[config.mk]
export PLATFORM = sky130hd
export DESIGN_NAME = feh_ctrl
export DESIGN_NICKNAME = d
export VERILOG_FILES = /design/src/feh_pkg.sv /design/src/feh_ctrl.sv
export SDC_FILE = /design/constraint.sdc
export NUM_CORES = 1
export LEC_CHECK = 0
export ABC_AREA = 1
export BUFFER_PORTS_ARGS = -buffer_cell sky130_fd_sc_hd__buf_2
export CELL_PAD_IN_SITES_DETAIL_PLACEMENT = 1
export CELL_PAD_IN_SITES_GLOBAL_PLACEMENT = 1
export CORE_AREA = 10 10 47 49
export CTS_BUF_LIST = sky130_fd_sc_hd__clkbuf_16
export DETAILED_ROUTE_END_ITERATION = 10
export DIE_AREA = 0 0 57 59
export PLACE_DENSITY_LB_ADDON = 0.1
export SETUP_SLACK_MARGIN = 0.3
export SLEW_MARGIN = 20
export SYNTH_ARGS = -nofsm -noshare
export SYNTH_HDL_FRONTEND = slang
export SYNTH_SLANG_ARGS = --single-unit
[constraint.sdc]
create_clock -name clock -period 1.8 [get_ports clock]
set_input_delay 0.36 -clock clock [delete_from_list [all_inputs] [get_ports clock]]
set_output_delay 0.36 -clock clock [all_outputs]
set_load 0.005 [all_outputs]
[src/feh_pkg.sv]
package feh_pkg;

   // Grid geometry defaults
   localparam int DEF_MAX_COLS     = 128;
   localparam int DEF_MAX_ROWS     = 128;
   localparam int DEF_PALETTE_SIZE = 37;

   // Field widths
   localparam int HEAT_W   = 6;
   localparam int CSR_W    = 8;
   localparam int ADDR_W   = 7;
   localparam int COLOUR_W = 8;

   // Configuration registers
   localparam logic [CSR_W-1:0] COLS_RESET = 8'd128;
   localparam logic [CSR_W-1:0] ROWS_RESET = 8'd128;

   typedef enum logic [0:0] {
      CSR_COLS_IN_USE = 1'b0,
      CSR_ROWS_IN_USE = 1'b1
   } csr_index_type;

   // Operation codes; the unused code behaves as a read.
   typedef enum logic [1:0] {
      OP_INIT   = 2'd0,
      OP_SPREAD = 2'd1,
      OP_READ   = 2'd2
   } op_type;

   // Drift codes carried in the random bits
   localparam logic [1:0] DRIFT_LEFT  = 2'd0;
   localparam logic [1:0] DRIFT_RIGHT = 2'd3;

   // Palette, packed as {blue, green, red}
   localparam int TABLE_LEN = 37;
   localparam logic [3*COLOUR_W-1:0] PALETTE [TABLE_LEN] = '{
      24'h070707, 24'h07071F, 24'h070F2F, 24'h070F47,
      24'h071757, 24'h071F67, 24'h071F77, 24'h07278F,
      24'h072F9F, 24'h073FAF, 24'h0747BF, 24'h0747C7,
      24'h074FDF, 24'h0757DF, 24'h0757DF, 24'h075FD7,
      24'h075FD7, 24'h0F67D7, 24'h0F6FCF, 24'h0F77CF,
      24'h0F7FCF, 24'h1787CF, 24'h1787C7, 24'h178FC7,
      24'h1F97C7, 24'h1F9FBF, 24'h1F9FBF, 24'h27A7BF,
      24'h27A7BF, 24'h2FAFBF, 24'h2FAFB7, 24'h2FB7B7,
      24'h37B7B7, 24'h6FCFCF, 24'h9FDFDF, 24'hC7EFEF,
      24'hFFFFFF
   };

   // Heat beyond the table saturates at the last (white) entry.
   function automatic logic [3*COLOUR_W-1:0] palette_colour(input logic [HEAT_W-1:0] heat);
      logic [3*COLOUR_W-1:0] colour;
      if (32'(heat) < TABLE_LEN) begin
         colour = PALETTE[heat];
      end else begin
         colour = PALETTE[TABLE_LEN-1];
      end
      return colour;
   endfunction

   // Controller to datapath
   typedef struct packed {
      logic capture;    // latch request and launch grid read
      logic lookup;     // grid data valid: load result, write neighbour
      logic sweep_en;   // write one grid cell of the clearing pass
      logic sweep_hot;  // clearing pass lays down the fire source row
   } ctrl_cmd_type;

   // Datapath to controller
   typedef struct packed {
      logic op_init;
      logic sweep_last;
   } dp_status_type;

endpackage

[src/feh_ctrl.sv]
module feh_ctrl
   import feh_pkg::*;
(
   input  logic          clock,
   input  logic          reset,
   input  logic          req_valid,
   output logic          req_ready,
   output logic          rsp_valid,
   input  logic          rsp_ready,
   input  dp_status_type status,
   output ctrl_cmd_type  cmd
);

   typedef enum logic [1:0] {
      ST_CLEAR,
      ST_IDLE,
      ST_LOOKUP,
      ST_SWEEP
   } state_type;

   state_type state_ff, state_in;
   logic      rsp_valid_ff, rsp_valid_in;
   logic      accept;

   // A new request is taken in the idle state once the result slot is empty or emptying.
   assign req_ready = (state_ff == ST_IDLE) && (!rsp_valid_ff || rsp_ready);
   assign accept    = req_valid && req_ready;

   always_comb begin
      cmd.capture   = accept;
      cmd.lookup    = (state_ff == ST_LOOKUP);
      cmd.sweep_en  = (state_ff == ST_CLEAR) || (state_ff == ST_SWEEP);
      cmd.sweep_hot = (state_ff == ST_SWEEP);
   end

   always_comb begin
      state_in     = state_ff;
      rsp_valid_in = rsp_valid_ff && !rsp_ready;
      case (state_ff)
         ST_CLEAR: begin
            if (status.sweep_last) state_in = ST_IDLE;
         end
         ST_IDLE: begin
            if (accept) state_in = ST_LOOKUP;
         end
         ST_LOOKUP: begin
            rsp_valid_in = 1'b1;
            state_in     = status.op_init ? ST_SWEEP : ST_IDLE;
         end
         ST_SWEEP: begin
            if (status.sweep_last) state_in = ST_IDLE;
         end
         default: state_in = ST_CLEAR;
      endcase
   end

   always_ff @(posedge clock) begin
      if (reset) begin
         state_ff     <= ST_CLEAR;
         rsp_valid_ff <= 1'b0;
      end else begin
         state_ff     <= state_in;
         rsp_valid_ff <= rsp_valid_in;
      end
   end

   assign rsp_valid = rsp_valid_ff;

endmodule

==> flow_summary.yaml <==
synthesis:
  synth_nets: 43
  synth-seq-cells: 3
  seq_area_frac_synth_pct: 26.8
  synth_warnings: 0
  yosysUniqueCellTypes: 12
  syn_avg_cell_area_um2: 6.59
  syn_area_um2: 224
  synth_cells: 34
floorplanning:
  die_h_um: 59
  fp-row-count: 14
  io_pins: 12
  initial_core_util_pct: 16.0
  die_w_um: 57
  die_area_um2: 3360
  core_um2: 1400
grt:
  grt_max_degree: 5
  grtUsageTotal_pct: 4.67
  grt_pass1_vias: 285
  grt_pass1_wl_um: 1180
  grt_antenna_before_repair: 0
  grt_overflow: 0
critical_path:
  path_cells: "inv_1 > ha_1 > nand3_1 > inv_1 > buf_2"
  required_ns: 1.44
  crit_top_cell: "inv_1"
  path_max_fanout: 4
  cp_top_family: "flip-flops"
  cp.arrival_ns: 1.09
  cp-start-kind: "flop"
  critPathMaxStageDelay_ns: 0.35
  cp_slowest_cell: "dfxtp_2"
  crit_type: "reg -> out"
  cp-end-kind: "primary output"
  cp_num_buf_inv: 3
placement:
  dp_cells: 60
  place_hpwl_um: 588
  place.gp.congestion: 0.748
  dp_slack_ns: 0.496
  io_buffers: 11
clocking:
  clk_pin_slew_ns: 0.03
  htree_levels: 1
  cts_made_buffers: 3
  cts-root-buf: "clkbuf_16"
  cts_setup_buffers: 0
  clock_path_buffers: 2
  clk_latency_ns: 0.22
  cts_tree: "done"
  cts_num_sinks: 3
  ctsHoldBuffers: 0
detailed_routing:
  routed_wl_um: 674
  routedWlPerCell_um: 10.5
  highest-signal-layer: "met4"
  drtIter0Drc: 1
  wl_met1_um: 284
  met2_length_um: 296
  wl_met3_um: 78
  detail-route-antenna-nets: 0
  vias_per_cell: 3.91
  num_vias: 250
  route.detailed.drc: 0
  first_pass_iters: 2
final_layout:
  diodes: 0
  layout_common_cells: "buf_2, inv_1, nand2_1"
  layout-drive-gt1-share_pct: 41.7
  final_nets: 58
  syn_to_final_growth_pct: 66.5
  final_cell_count_no_fill: 64
  final_common_cell: "buf_2"
timing:
  setup_viol: 0
  finalCritPeriodShare_pct: 80.6
  report.final.slew_viol_count: 0
  rsz0062_at_grt: "true"
  fin_worst_skew_ns: 0.00173
  final_hold_viol_count: 0
  fin_crit_ns: 1.45
  setup_tns_ns: 0
  timing.fmax_mhz: 689
  worst_slew_pin_slew_ns: 0.205
  setup_ws_ns: 0.349
  slew_headroom_pct: 86.3
flow_run:
  cap_violations: 0
pwr:
  irDropWorstVdd_mv: 0.474
  power_leakage_nw: 0.222
  powerDensity_nw_per_um2: 1850
hold_path:
  holdCritPathClass: "in -> reg"
run_status:
  outcome: "complete, no violations"
-- final timing paths --
path / depth (start not counted) / from / slack (ns) / to
worst max-delay path: 5 / state_ff[1]$_SDFFE_PP0P_ / 0.35 / cmd[3]
worst min-delay path: 2 / reset / 0.32 / state_ff[0]$_SDFFE_PP0P_
worst max register to register: 7 / state_ff[0]$_SDFFE_PP0P_ / 0.56 / state_ff[1]$_SDFFE_PP0P_
worst min register to register: 2 / state_ff[0]$_SDFFE_PP0P_ / 0.50 / state_ff[0]$_SDFFE_PP0P_
-- cells by family after synthesis --
group           after synthesis  share of synthesized area (%)
fa+ha+maj                     3                           16.8
compound gates                6                           14.5
flops                         3                           26.8
simple gates                 10                           20.1
buf+inv                      12                           21.8
-- final cells by class --
class | count | area [µm²]
clock buffer | 3 | 75.1
timing repair buffer | 11 | 55.1
clock inverter | 1 | 3.75
multi-input combinational | 19 | 115
fill | 190 | 1030
inverter | 11 | 41.3
sequential | 3 | 62.6
tap | 16 | 20.0
-- registers in the layout, summed over array words and instances, names as in the netlist --
register   count
state_ff       2
rsp_valid      1
-- stage by stage --
stage               utilization, %  total power, mW  hold slack [ns]  area, µm²
floorplan                        -            0.267            0.429        224
global placement              20.8            0.344            0.509        292
detailed placement            20.8            0.349            0.527        292
CTS                           26.5            0.707            0.327        372
global route                  26.6            0.764            0.319        373
finish                        26.6            0.690            0.321        373
-- synth_stat cells, drive strengths merged --
cell type | count | area [µm²]
nor2 | 4 | 20.0
o21bai | 1 | 7.51
ha | 3 | 37.5
a21oi | 3 | 15.0
buf | 1 | 7.51
dfxtp | 3 | 60.1
nand3 | 2 | 10.0
o21ai | 2 | 10.0
inv | 11 | 41.3
nand2 | 4 | 15.0
-- what timing repair did --
action | 4_1_cts | 5_1_grt
setup endpoints to repair | 1 | 3
resized for setup | 1 | 1
cloned | 0 | 0
-- per-layer routing --
metal / global-route usage [%] / vias up
met2: 6.20 / 11
met3: 2.58 / 2
met5: 0 / -
met1: 4.53 / 108
met4: 6.04 / 0
li1: - / 129
-- power breakdown --
| group | internal [mW] | switching (mW) | leakage (nW) |
|---|---|---|---|
| registers | 0.0934 | 0.0226 | 0.0254 |
| logic | 0.101 | 0.124 | 0.154 |
| clock network | 0.287 | 0.0631 | 0.0423 |
| total | 0.481 | 0.210 | 0.222 |
No activity file was read; power rests on OpenSTA's default activity.
